===== config.mk =====
export PLATFORM = sky130hd
export DESIGN_NAME = nand_hamming_ecc_gen_check_top
export DESIGN_NICKNAME = d
export VERILOG_FILES = /design/src/rtl/core/nhe_pkg.sv /design/src/rtl/core/nhe_front.sv /design/src/rtl/core/nhe_queue.sv /design/src/rtl/core/nhe_back.sv /design/src/rtl/core/nand_hamming_ecc_gen_check_top.sv
export SDC_FILE = /design/constraint.sdc
export NUM_CORES = 1
export LEC_CHECK = 0
export ABC_AREA = 1
export BUFFER_PORTS_ARGS = -buffer_cell sky130_fd_sc_hd__buf_2
export CORE_MARGIN = 1
export CORE_UTILIZATION = 55
export CTS_CLUSTER_SIZE = 30
export DETAILED_ROUTE_END_ITERATION = 8
export GPL_TIMING_DRIVEN = 1
export HOLD_SLACK_MARGIN = 0.03
export PLACE_DENSITY_LB_ADDON = 0.05
export SLEW_MARGIN = 15
export SYNTH_ARGS = -nofsm -noshare
export SYNTH_HDL_FRONTEND = slang
export SYNTH_HIERARCHICAL = 1
export SYNTH_SLANG_ARGS = --single-unit

===== constraint.sdc =====
create_clock -name i_clk -period 5.25 [get_ports i_clk]
set_clock_uncertainty 0.15 [all_clocks]
set_input_delay 0.525 -clock i_clk [delete_from_list [all_inputs] [get_ports i_clk]]
set_output_delay 0.525 -clock i_clk [all_outputs]
set_load 0.01 [all_outputs]

===== src/rtl/core/nhe_pkg.sv =====
// Shared types, constants and helper functions for the NAND Hamming ECC block.
package nhe_pkg;

    // Fixed field widths of the external words.
    localparam int EccW   = 24;
    localparam int AddrW  = 9;
    localparam int BitW   = 3;
    localparam int LenW   = 4;
    localparam int ByteW  = 8;
    localparam int CbW    = 5;

    // Register reset value and the pattern that picks the even bit of every pair.
    localparam logic [LenW-1:0] LenReset = 4'd8;
    localparam logic [EccW-1:0] OddMask  = 24'h555555;

    // Input operation codes.
    localparam logic OP_DATA  = 1'b0;
    localparam logic OP_CHECK = 1'b1;

    // Result kinds.
    localparam logic KIND_GEN   = 1'b0;
    localparam logic KIND_CHECK = 1'b1;

    // Check outcomes.
    typedef enum logic [1:0] {
        ST_OK        = 2'd0,
        ST_CORRECTED = 2'd1,
        ST_ECC_BAD   = 2'd2,
        ST_UNCORR    = 2'd3
    } t_status;

    // One record passed from the front to the back: a finished code or a check request.
    typedef struct packed {
        logic            is_check;
        logic [EccW-1:0] value;
    } t_rec;

    // Mask of the valid code bits for a block of 2^n bytes: 2*(n+3) bits.
    function automatic logic [EccW-1:0] ecc_mask(input logic [LenW-1:0] n);
        logic [CbW-1:0] cb;
        cb = {n, 1'b0} + CbW'(6);
        return ~({EccW{1'b1}} << cb);
    endfunction

endpackage


===== src/rtl/core/nhe_front.sv =====
// Front part: accumulates column and row parities per byte and forms records.
module nhe_front #(
    parameter int MAX_LEN_LOG2 = 9
) (
    input  logic                      i_clk,
    input  logic                      i_rst_n,
    input  logic [nhe_pkg::LenW-1:0]  i_len_log2,
    input  logic                      i_accept,
    input  logic                      i_op,
    input  logic [nhe_pkg::ByteW-1:0] i_data_byte,
    input  logic [nhe_pkg::EccW-1:0]  i_read_ecc,
    output logic                      o_rec_valid,
    output nhe_pkg::t_rec             o_rec
);
    import nhe_pkg::*;

    localparam int IdxW  = MAX_LEN_LOG2;
    localparam int RowW  = 2 * MAX_LEN_LOG2;

    logic [5:0]      r_col, n_col;
    logic [RowW-1:0] r_row, n_row;
    logic [IdxW-1:0] r_idx, n_idx;
    logic            rp;
    logic            last;
    logic [IdxW:0]   lim;
    logic [EccW-1:0] code;

    // Column parities and the byte's overall parity.
    always_comb begin
        rp       = ^i_data_byte;
        n_col    = r_col;
        n_col[0] = r_col[0] ^ i_data_byte[6] ^ i_data_byte[4] ^ i_data_byte[2] ^ i_data_byte[0];
        n_col[1] = r_col[1] ^ i_data_byte[7] ^ i_data_byte[5] ^ i_data_byte[3] ^ i_data_byte[1];
        n_col[2] = r_col[2] ^ i_data_byte[5] ^ i_data_byte[4] ^ i_data_byte[1] ^ i_data_byte[0];
        n_col[3] = r_col[3] ^ i_data_byte[7] ^ i_data_byte[6] ^ i_data_byte[3] ^ i_data_byte[2];
        n_col[4] = r_col[4] ^ i_data_byte[3] ^ i_data_byte[2] ^ i_data_byte[1] ^ i_data_byte[0];
        n_col[5] = r_col[5] ^ i_data_byte[7] ^ i_data_byte[6] ^ i_data_byte[5] ^ i_data_byte[4];
    end

    // Row parities: each index bit below n steers the byte parity into one bit of its pair.
    always_comb begin
        n_row = r_row;
        for (int i = 0; i < MAX_LEN_LOG2; i++) begin
            if (LenW'(i) < i_len_log2) begin
                if (r_idx[i]) begin
                    n_row[2*i+1] = r_row[2*i+1] ^ rp;
                end else begin
                    n_row[2*i] = r_row[2*i] ^ rp;
                end
            end
        end
    end

    // Block end detection and the finished code.
    always_comb begin
        lim   = (IdxW+1)'(1) << i_len_log2;
        last  = (({1'b0, r_idx} + (IdxW+1)'(1)) >= lim);
        n_idx = last ? '0 : r_idx + IdxW'(1);
        code  = EccW'({n_row, n_col}) & ecc_mask(i_len_log2);
    end

    // Record toward the back: a check request or a finished code.
    always_comb begin
        o_rec_valid    = i_accept && ((i_op == OP_CHECK) || last);
        o_rec.is_check = (i_op == OP_CHECK);
        o_rec.value    = (i_op == OP_CHECK) ? i_read_ecc : code;
    end

    // Parity state; a check word leaves the partial block untouched.
    always_ff @(posedge i_clk) begin
        if (!i_rst_n) begin
            r_col <= '0;
            r_row <= '0;
            r_idx <= '0;
        end else if (i_accept && (i_op == OP_DATA)) begin
            r_col <= last ? '0 : n_col;
            r_row <= last ? '0 : n_row;
            r_idx <= n_idx;
        end
    end

endmodule


===== src/rtl/core/nhe_queue.sv =====
// Two-entry record queue between the front and the back.
module nhe_queue (
    input  logic          i_clk,
    input  logic          i_rst_n,
    input  logic          i_push,
    input  nhe_pkg::t_rec i_rec,
    input  logic          i_pop,
    output logic          o_full,
    output logic          o_empty,
    output nhe_pkg::t_rec o_head
);
    import nhe_pkg::*;

    t_rec       r_mem [2];
    logic       r_wr_ptr;
    logic       r_rd_ptr;
    logic [1:0] r_count;
    logic       do_push;
    logic       do_pop;

    assign o_full  = (r_count == 2'd2);
    assign o_empty = (r_count == 2'd0);
    assign o_head  = r_mem[r_rd_ptr];
    assign do_push = i_push && !o_full;
    assign do_pop  = i_pop && !o_empty;

    // Storage.
    always_ff @(posedge i_clk) begin
        if (do_push) begin
            r_mem[r_wr_ptr] <= i_rec;
        end
    end

    // Pointers and fill count.
    always_ff @(posedge i_clk) begin
        if (!i_rst_n) begin
            r_wr_ptr <= 1'b0;
            r_rd_ptr <= 1'b0;
            r_count  <= 2'd0;
        end else begin
            if (do_push) begin
                r_wr_ptr <= ~r_wr_ptr;
            end
            if (do_pop) begin
                r_rd_ptr <= ~r_rd_ptr;
            end
            if (do_push && !do_pop) begin
                r_count <= r_count + 2'd1;
            end else if (do_pop && !do_push) begin
                r_count <= r_count - 2'd1;
            end
        end
    end

endmodule


===== src/rtl/core/nhe_back.sv =====
// Back part: keeps the last code, decodes check syndromes and holds the output word.
module nhe_back (
    input  logic                      i_clk,
    input  logic                      i_rst_n,
    input  logic [nhe_pkg::LenW-1:0]  i_len_log2,
    input  logic                      i_q_empty,
    input  nhe_pkg::t_rec             i_q_head,
    output logic                      o_q_pop,
    input  logic                      i_pop,
    output logic                      o_valid,
    output logic                      o_kind,
    output logic [nhe_pkg::EccW-1:0]  o_ecc_value,
    output logic [1:0]                o_status,
    output logic [nhe_pkg::AddrW-1:0] o_fix_byte_addr,
    output logic [nhe_pkg::BitW-1:0]  o_fix_bit
);
    import nhe_pkg::*;

    logic [EccW-1:0]  r_last;
    logic             r_valid;
    logic             r_kind;
    logic [EccW-1:0]  r_ecc;
    t_status          r_status;
    logic [AddrW-1:0] r_addr;
    logic [BitW-1:0]  r_bit;

    logic [EccW-1:0]  mask;
    logic [EccW-1:0]  syn;
    logic [EccW-1:0]  odd;
    logic [EccW-1:0]  lo;
    logic [EccW-1:0]  hi;
    t_status          status;
    logic [AddrW-1:0] addr;
    logic [BitW-1:0]  fbit;

    // Take the next record when the output register is free or being emptied.
    assign o_q_pop = !i_q_empty && (!r_valid || i_pop);

    // Syndrome classification against the kept code.
    always_comb begin
        mask   = ecc_mask(i_len_log2);
        syn    = (r_last ^ i_q_head.value) & mask;
        odd    = OddMask & mask;
        lo     = syn & odd;
        hi     = (syn >> 1) & odd;
        addr   = '0;
        fbit   = '0;
        if (syn == '0) begin
            status = ST_OK;
        end else if ((lo ^ hi) == odd) begin
            status = ST_CORRECTED;
            fbit   = {hi[4], hi[2], hi[0]};
            for (int i = 0; i < AddrW; i++) begin
                addr[i] = hi[6+2*i];
            end
        end else if ((syn & (syn - EccW'(1))) == '0) begin
            status = ST_ECC_BAD;
        end else begin
            status = ST_UNCORR;
        end
    end

    // Output register and kept code.
    always_ff @(posedge i_clk) begin
        if (!i_rst_n) begin
            r_valid  <= 1'b0;
            r_last   <= '0;
            r_kind   <= KIND_GEN;
            r_ecc    <= '0;
            r_status <= ST_OK;
            r_addr   <= '0;
            r_bit    <= '0;
        end else if (o_q_pop) begin
            r_valid <= 1'b1;
            if (i_q_head.is_check) begin
                r_kind   <= KIND_CHECK;
                r_ecc    <= '0;
                r_status <= status;
                r_addr   <= addr;
                r_bit    <= fbit;
            end else begin
                r_last   <= i_q_head.value;
                r_kind   <= KIND_GEN;
                r_ecc    <= i_q_head.value;
                r_status <= ST_OK;
                r_addr   <= '0;
                r_bit    <= '0;
            end
        end else if (i_pop) begin
            r_valid <= 1'b0;
        end
    end

    assign o_valid         = r_valid;
    assign o_kind          = r_kind;
    assign o_ecc_value     = r_ecc;
    assign o_status        = r_status;
    assign o_fix_byte_addr = r_addr;
    assign o_fix_bit       = r_bit;

    // A generated code word never carries a check outcome.
    a_gen_clean: assert property (@(posedge i_clk) disable iff (!i_rst_n)
        (r_valid && (r_kind == KIND_GEN)) |-> ((r_status == ST_OK) && (r_addr == '0)))
        else $error("generated code word carries check fields");

    // A check word never carries a code value.
    a_check_clean: assert property (@(posedge i_clk) disable iff (!i_rst_n)
        (r_valid && (r_kind == KIND_CHECK)) |-> (r_ecc == '0))
        else $error("check word carries a code value");

    // A generated code becomes the kept code for later checks.
    a_keep_code: assert property (@(posedge i_clk) disable iff (!i_rst_n)
        (o_q_pop && !i_q_head.is_check) |=> (r_last == r_ecc))
        else $error("generated code not kept");

endmodule


===== src/rtl/core/nand_hamming_ecc_gen_check_top.sv =====
// Top level of the NAND flash Hamming ECC generator and checker.
//
// Input queue side: push/full carries one word per cycle while full is low;
// i_op selects a data byte of the current block or a check of a code read back
// from storage. Result queue side: empty/pop; the oldest result sits on the o_
// ports while empty is low. A data byte gives a result only when it closes a
// block of 2^n bytes (the generated code); a check word always gives one result.
// A result's record is registered in the two-entry queue and then in the output
// register. Throughput: one word per cycle while full is low, as the parity
// update in the front and the syndrome decode in the back are combinational.
// A two-entry queue sits between front and back and an output register holds
// the result, so a stalled receiver lets up to three results build up before
// full is raised; words are never dropped.
// Reset clears all parities, the byte index and the kept code, and sets the
// block length register to 2^8 bytes. i_cfg_we writes the length (log2, values
// above MAX_LEN_LOG2 act as MAX_LEN_LOG2); write it only while the block is idle.
module nand_hamming_ecc_gen_check_top #(
    parameter int MAX_LEN_LOG2 = 9
) (
    input  logic                      i_clk,
    input  logic                      i_rst_n,
    input  logic                      i_cfg_we,
    input  logic [nhe_pkg::LenW-1:0]  i_cfg_wdata,
    input  logic                      push,
    output logic                      full,
    input  logic                      i_op,
    input  logic [nhe_pkg::ByteW-1:0] i_data_byte,
    input  logic [nhe_pkg::EccW-1:0]  i_read_ecc,
    output logic                      empty,
    input  logic                      pop,
    output logic                      o_kind,
    output logic [nhe_pkg::EccW-1:0]  o_ecc_value,
    output logic [1:0]                o_status,
    output logic [nhe_pkg::AddrW-1:0] o_fix_byte_addr,
    output logic [nhe_pkg::BitW-1:0]  o_fix_bit
);
    import nhe_pkg::*;

    logic [LenW-1:0] r_len;
    logic [LenW-1:0] eff_len;
    logic            accept;
    logic            rec_valid;
    t_rec            rec;
    logic            q_empty;
    logic            q_pop;
    t_rec            q_head;
    logic            out_valid;

    // Block length register.
    always_ff @(posedge i_clk) begin
        if (!i_rst_n) begin
            r_len <= LenReset;
        end else if (i_cfg_we) begin
            r_len <= i_cfg_wdata;
        end
    end

    assign eff_len = (r_len > LenW'(MAX_LEN_LOG2)) ? LenW'(MAX_LEN_LOG2) : r_len;
    assign accept  = push && !full;
    assign empty   = !out_valid;

    nhe_front #(
        .MAX_LEN_LOG2(MAX_LEN_LOG2)
    ) u_front (
        .i_clk       (i_clk),
        .i_rst_n     (i_rst_n),
        .i_len_log2  (eff_len),
        .i_accept    (accept),
        .i_op        (i_op),
        .i_data_byte (i_data_byte),
        .i_read_ecc  (i_read_ecc),
        .o_rec_valid (rec_valid),
        .o_rec       (rec)
    );

    nhe_queue u_queue (
        .i_clk   (i_clk),
        .i_rst_n (i_rst_n),
        .i_push  (rec_valid),
        .i_rec   (rec),
        .i_pop   (q_pop),
        .o_full  (full),
        .o_empty (q_empty),
        .o_head  (q_head)
    );

    nhe_back u_back (
        .i_clk           (i_clk),
        .i_rst_n         (i_rst_n),
        .i_len_log2      (eff_len),
        .i_q_empty       (q_empty),
        .i_q_head        (q_head),
        .o_q_pop         (q_pop),
        .i_pop           (pop),
        .o_valid         (out_valid),
        .o_kind          (o_kind),
        .o_ecc_value     (o_ecc_value),
        .o_status        (o_status),
        .o_fix_byte_addr (o_fix_byte_addr),
        .o_fix_bit       (o_fix_bit)
    );

endmodule


Yosys cells after proc, flatten, opt, wreduce, memory -nomap -nowiden. Memories as Yosys holds them, arrays and structs flattened. A register that Yosys moved wholly into a read port is not among the register bits. Cells that the tools add are included.

$add $sub $neg: 6. Bitwise logic cells: 54. Multiplexer cells: 52. Shift-type cells: 2. Equality and inequality tests: 2. $lt $le $gt $ge: 11. Reduce and logical (&&, ||, !) cells: 22.

Operators with widths (number): 24-bit AND (3); 24-bit zero test (2); 24-bit 2-to-1 mux (2); 24-bit bitwise XOR (2); 1-bit bitwise XOR (42); 9-bit 2-to-1 mux (4); 2-bit 2-to-1 mux (14); 1-bit 2-to-1 mux (26); 24-bit by 23-bit AND with 24-bit output (1); 24-bit by 23-bit equality test with 1-bit output (1); 24-bit inverter (1); 24-bit by 5-bit left shift with 24-bit output, first input constant (1); 24-bit by 1-bit subtractor with 24-bit output, second input constant (1); 23-bit AND (1); 18-bit 2-to-1 mux (1); 3-bit by 4-bit less-than comparator with 1-bit output, first input constant (4); 9-bit by 1-bit adder with 10-bit output, second input constant (1); 10-bit >= comparator (1); 1-bit by 4-bit left shift with 10-bit output, first input constant (1); 9-bit by 1-bit adder with 9-bit output, second input constant (1); 3-bit 2-to-1 mux (3); 1-bit logical AND (8); 1-bit by 4-bit less-than comparator with 1-bit output, first input constant (2); 2-bit by 4-bit less-than comparator with 1-bit output, first input constant (2); 15 further kinds (24).

Input bits: 42. Word-level logic and storage cells: 164. Output and inout bits: 41. Memories kept: 1. Bits in writable memories: 50. Flip-flop bits (word level): 105.

Memory list: u_queue.r_mem (words 2, bits a word 25, rd ports 1, clocked after memory_dff 1, wr ports 1, line nhe_queue.sv:14) `t_rec r_mem [2];`.

Depth between registers and ports, before layout.
Depth in word-level cells: 13. Depth in mapped cells: 24. Gate-level depth less buffers: 24.

By module. Netlist, hierarchy kept.

Modules (own cells, without submodules): nhe_back (area an instance 3460.8 µm², cells an instance 510, sequential area each 1281.2 µm², instances 1); nhe_front (area an instance 3096.7 µm², cells an instance 500, sequential area each 660.6 µm², instances 1); nhe_queue (area an instance 2154.6 µm², cells an instance 116, sequential area each 1601.5 µm², instances 1); nand_hamming_ecc_gen_check_top (area an instance 182.7 µm², cells an instance 29, sequential area each 80.1 µm², instances 1).

Worst setup path before layout. Ideal clock, no wire load.

Path type: reg-to-reg. Start point: register r_len[2]. End point: memory u_queue/r_mem[1][0] (netlist name), enable pin. Period minus slack after synthesis: 3.871 ns. Required time: 4.693 ns. Cell stages (with the launch flop): 15. Path buffers: 0. Setup slack: 1.379 ns. Library setup time: 0.407 ns. Data arrival time: 3.315 ns. Cell sequence: dfxtp_1 > inv_1 > nor2_1 > inv_1 > nor2_1 > nand2_1 > ha_1 > nand2_1 > o21ai_0 > nand2_1 > nand3_1 > nor2_1 > nor2_1 > o21ai_2 > nor2_1.

Word-level cells in the longest chain between the ends: 9.

Ends and longest elaborated chain: from (decl) (line nand_hamming_ecc_gen_check_top.sv:39) `logic [LenW-1:0] r_len;`; from (signal assigned) (line nand_hamming_ecc_gen_check_top.sv:52) `r_len <= LenReset;`; from (signal assigned) (line nand_hamming_ecc_gen_check_top.sv:54) `r_len <= i_cfg_wdata;`; 4-bit greater-than comparator (line nand_hamming_ecc_gen_check_top.sv:58) `assign eff_len = (r_len > LenW'(MAX_LEN_LOG2)) ? LenW'(MAX_LEN_LOG2) : r_len;`; 4-bit 2-to-1 mux (*) (line nand_hamming_ecc_gen_check_top.sv:58); net eff_len[2] (line nand_hamming_ecc_gen_check_top.sv:40) `logic [LenW-1:0] eff_len;`; 1-bit by 4-bit left shift with 10-bit output (*) (line nhe_front.sv:56) `lim = (IdxW+1)'(1) << i_len_log2;`; 10-bit >= comparator (*) (line nhe_front.sv:57) `last = (({1'b0, r_idx} + (IdxW+1)'(1)) >= lim);`; 1-bit logical OR (*) (line nhe_front.sv:64) `o_rec_valid = i_accept && ((i_op == OP_CHECK) || last);`; 1-bit logical AND (*) (line nhe_front.sv:64); net rec_valid (line nand_hamming_ecc_gen_check_top.sv:42) `logic rec_valid;`; 1-bit logical AND (*) (line nhe_queue.sv:24) `assign do_push = i_push && !o_full;`; 1-bit 2-to-1 mux (*) (line nhe_queue.sv:29) `if (do_push) begin`; 1-bit 2-to-1 mux (not written as such) (*) (line nhe_queue.sv:30) `r_mem[r_wr_ptr] <= i_rec;`; to (decl) (line nhe_queue.sv:14).

The timed path passes the listed nets; every way through them passes the cells marked *.

Worst setup path after layout.
Start point: register r_len[2]. End point: register u_back.r_bit[2] (netlist: u_back/o_fix_bit[2]).

Word-level cells in the longest chain between the ends: 12. Elaborated cells between the ends (all ways): 14. Those cells by class: 1 x add/sub; 1 x order compare; 1 x eq/ne; 1 x shift; 4 x mux; 5 x bitwise; 1 x reduce/logical.

Ends and longest elaborated chain: 4-bit greater-than comparator (*) (line nand_hamming_ecc_gen_check_top.sv:58); 4-bit 2-to-1 mux (*) (line nand_hamming_ecc_gen_check_top.sv:58); net eff_len[1] (line nand_hamming_ecc_gen_check_top.sv:40); 5-bit by 3-bit adder with 5-bit output (*) (line nhe_pkg.sv:41) `cb = {n, 1'b0} + CbW'(6);`; 24-bit by 5-bit left shift with 24-bit output (*) (line nhe_pkg.sv:42) `return ~({EccW{1'b1}} << cb);`; 24-bit inverter (*) (line nhe_pkg.sv:42); 24-bit AND (line nhe_back.sv:42) `syn = (r_last ^ i_q_head.value) & mask;`; 24-bit by 23-bit AND with 24-bit output / 23-bit AND (equally long branches) (line nhe_back.sv:44, nhe_back.sv:45); 24-bit bitwise XOR (line nhe_back.sv:50) `end else if ((lo ^ hi) == odd) begin`; 24-bit by 23-bit equality test with 1-bit output (line nhe_back.sv:50); 3-bit 2-to-1 mux (line nhe_back.sv:50); 3-bit 2-to-1 mux (*) (line nhe_back.sv:48) `if (syn == '0) begin`; 3-bit 2-to-1 mux (*) (line nhe_back.sv:75) `if (i_q_head.is_check) begin`; to (signal assigned) (line nhe_back.sv:80) `r_bit <= fbit;`; to (decl) (line nhe_back.sv:25) `logic [BitW-1:0] r_bit;`.

Marks and branches as above. A chain may end at the register's enable or synchronous reset.

==> reports/results.txt <==
Status -> complete, no violations
Met3 GRT Util -> 5.20%
Total grt overflow -> 0
Worst Hold Launch -> pop
Number of synthesis warnings -> 6
Switch Pwr -> 1710 uW
Worst slew pin tran -> 1.06 ns
GR Util met1 -> 33.1%
GRT Util Overall -> 26.7%
Sw frac -> 38.6%
Part of the power in registers -> 35.7%
Seq cells post-synth -> 156
CP max-delay cell -> nor2_2
Leakage -> 0.00456 uW
Pin count of the biggest net entering global routing -> 38
WHS Endpoint -> u_back/o_valid
Mapped Area -> 0.00889 mm2
Final Hold Viols -> 0
H-tree Lvls -> 4
Clk_lat worst skew -> 0.43 ns
Fin util -> 63.1%
Clk pwr share -> 26.2%
CTS root buffer -> clkbuf_16
Maximum vdd drop -> 0.251 mV
Post-synth ARST share -> 0%
GPL Wtd Cong -> 0.971
Pint -> 2720 uW
Startpoint types -> register
Final period util -> 74.0%
P&R area growth vs syn -> 12.2%
Max FO, Critical Path -> 12
Post-DR wirelength/cell -> 14.5 um
Initial antenna violation count -> 0
Placed Instances -> 1427
Initial DRC Count -> 548
Share of layout cells above drive strength 1 -> 19.0%
Worst path top cell family by delay -> simple AND/OR/NAND/NOR gates
Clock transition at path regs -> 0.06 ns
CTS buffer count -> 17
WP buf/inv -> 4
Clock Sinks -> 156
Worst hold path class -> in2reg
FMAX -> 257 MHz
Setup CP Type -> reg2reg
Vias per std cell -> 5.13
Post-synthesis sequential area ratio -> 40.7%
Synth cell types -> 43
PostCTS Resize Cnt -> 0
Fin. max-slew vios -> 0
Worst r2r src -> r_len[2]
Ant. Diodes -> 0
R2R Path End -> u_back/o_fix_bit[2]
Syn avg cell area -> 7.70 um2
Most frequent cells in the layout -> 296 x nand2_1, 128 x inv_1, 122 x nand3_1, 110 x nor2_1, 106 x dfxtp_1
Max Buffers Root-to-Sink -> 2
TritonRoute pass-1 iters -> 5
Global routing's busiest layer -> met2
Detailed Place HPWL -> 16.2 mm
Post-Syn Instances -> 1155
Initial Utilization -> 56.2%
Filler cell count -> 1426
Pwr/cell area -> 443 mW/mm2
CTS Hold Bufs -> 0
FP Rows -> 46
Area of the die -> 0.0167 mm2
Leading cell type in the layout, fill and taps excluded -> nand2_1
First-pass GRT wire length -> 34.1 mm
I/O pin count -> 83
Placed cell area -> 0.00943 mm2
Reg2Reg Depth -> 20
Max-capacitance violation count -> 0
WL final -> 21.2 mm
Critical-path cell list -> nor2_1, nor2_1, nor2_1, inv_1, ha_1, inv_1, ha_1, nor2_1, inv_1, nand3_2, inv_1, nand2_1, nand2_1, nand2_1, nand2_1, nor2_1, nand3_2, nor2_2, nand3_2, a21oi_1
Setup Buffers After CTS -> 0
Final setup violation count -> 0
Die Width -> 129 um
Setup TNS -> 0 ns
Die Y -> 129 um
Slowest stage delay, CP -> 0.49 ns
Synth Net Count -> 1222
WP depth -> 20
Final layout net count -> 1297
Hold path cells -> 4
Finished Layout Cells -> 1459
Setup crit end kind -> register
Final min period -> 3.88 ns
Slew headroom -> 29.1%
Final ANT Viol Nets -> 0
FF/Latch Area -> 0.00362 mm2
Unrepaired setup endpoints after global routing -> no
Flop2flop setup slack -> 1.37 ns
Buffers on Ports -> 82
Crit-path most repeated cell -> nor2_1
Footprint of the multi-input gates -> 0.00453 mm2
M2 GR Usage -> 46.0%
TritonCTS clock tree -> yes
Critical path arrival -> 4.08 ns
Logic pwr share -> 38.1%
Post-synth EDFFs -> 50
Final total power -> 4420 uW
DR DRC count -> 0
Worst path required time -> 5.44 ns
DR vias -> 7489
Core box area -> 0.0158 mm2
Vias in the first global route -> 7093
Final instance area -> 0.00998 mm2
Synth Flop Type -> dfxtp_1
cells in the mapped netlist (11+ instances only):
| library cell | number | area share [%] |
|---|---|---|
| xor2_1 | 37 | 3.6 |
| clkbuf_1 | 21 | 0.89 |
| ha_1 | 25 | 3.5 |
| nor2_1 | 112 | 4.7 |
| o21ai_1 | 11 | 0.62 |
| nand3_1 | 122 | 6.9 |
| nand2_1 | 296 | 12 |
| dfxtp_1 | 106 | 24 |
| mux2_4 | 20 | 3.4 |
| nand3_2 | 14 | 1.6 |
| o21ai_0 | 46 | 2.6 |
| edfxtp_1 | 50 | 17 |
| a21oi_1 | 38 | 2.1 |
| nand2_2 | 33 | 2.3 |
| inv_1 | 128 | 5.4 |
registers in the layout, indices dropped and copies added (netlist names), named ones only:
| register | count |
|---|---|
| r_len | 4 |
| u_back/o_ecc_value | 24 |
| u_back/o_fix_bit | 3 |
| u_back/o_fix_byte_addr | 9 |
| u_back/o_kind | 1 |
| u_back/o_status | 2 |
| u_back/o_valid | 1 |
| u_back/r_last | 24 |
| u_front/r_col | 6 |
| u_front/r_idx | 9 |
| u_front/r_row | 18 |
| u_queue/r_count | 2 |
| u_queue/r_mem | 50 |
| u_queue/r_rd_ptr | 1 |
| u_queue/r_wr_ptr | 1 |
worst max path at each step:
stage | startpoint | slack (ns) | endpoint
CTS | r_len[2] | 1.35 | u_back/o_fix_bit[2]
detailed placement | r_len[2] | 1.36 | u_back/o_fix_bit[2]
global placement | r_len[2] | 1.55 | u_back/o_fix_bit[0]
floorplan | r_len[2] | 1.38 | u_queue/r_mem[1][0]
global route | r_len[2] | 0.97 | u_back/o_fix_bit[2]
finish | r_len[2] | 1.37 | u_back/o_fix_bit[2]
tightest hold or removal path: stages:
cell and delay [ns]:
buf_2 0.07, inv_1 0.04, nand2_1 0.05, a21oi_1 0.05
layer usage:
layer	vias to the layer above	part of all wire [%]
met3	35	3.0
met5	-	0
met4	0	2.3
met1	3461	45
met2	124	49
li1	3869	-
metrics by stage:
stage | hold slack [ns] | setup WS (ns)
after floorplan | 0.295 | 1.38
after global placement | 0.301 | 1.55
after detailed placement | 0.305 | 1.36
after CTS | 0.194 | 1.35
after global routing | 0.209 | 0.966
final | 0.213 | 1.37
power by group through the flow:
stage	sequential, uW	clock [uW]	combinational [uW]
5_1_grt	1600	1240	1890
4_1_cts	1580	1180	1690
2_1_floorplan	1590	0	1270
3_5_place_dp	1600	0	1680
6_report	1580	1160	1690
3_3_place_gp	1600	0	1680
area by class of cell:
cell class / instances / share of cell area (%)
multi-input cells: 826 / 45.4
flip-flops and latches: 156 / 36.3
well taps: 216 / 2.71
inverters: 137 / 5.18
clock buffers: 22 / 4.65
repair buffers: 92 / 4.86
clock inverters: 10 / 0.890
cell families after synthesis:
kind of cell             Yosys count  synth area share [%]
flip-flops                       156                  40.7
buffers and inverters            173                  8.40
multiplexers                      25                  4.01
adder cells (fa/ha/maj)           25                  3.52
AND/OR/NAND/NOR                  610                  31.2
XOR/XNOR                          46                  4.53
AO/OA/AOI/OAI                    120                  7.64
(Power assumes the default switching activity.)
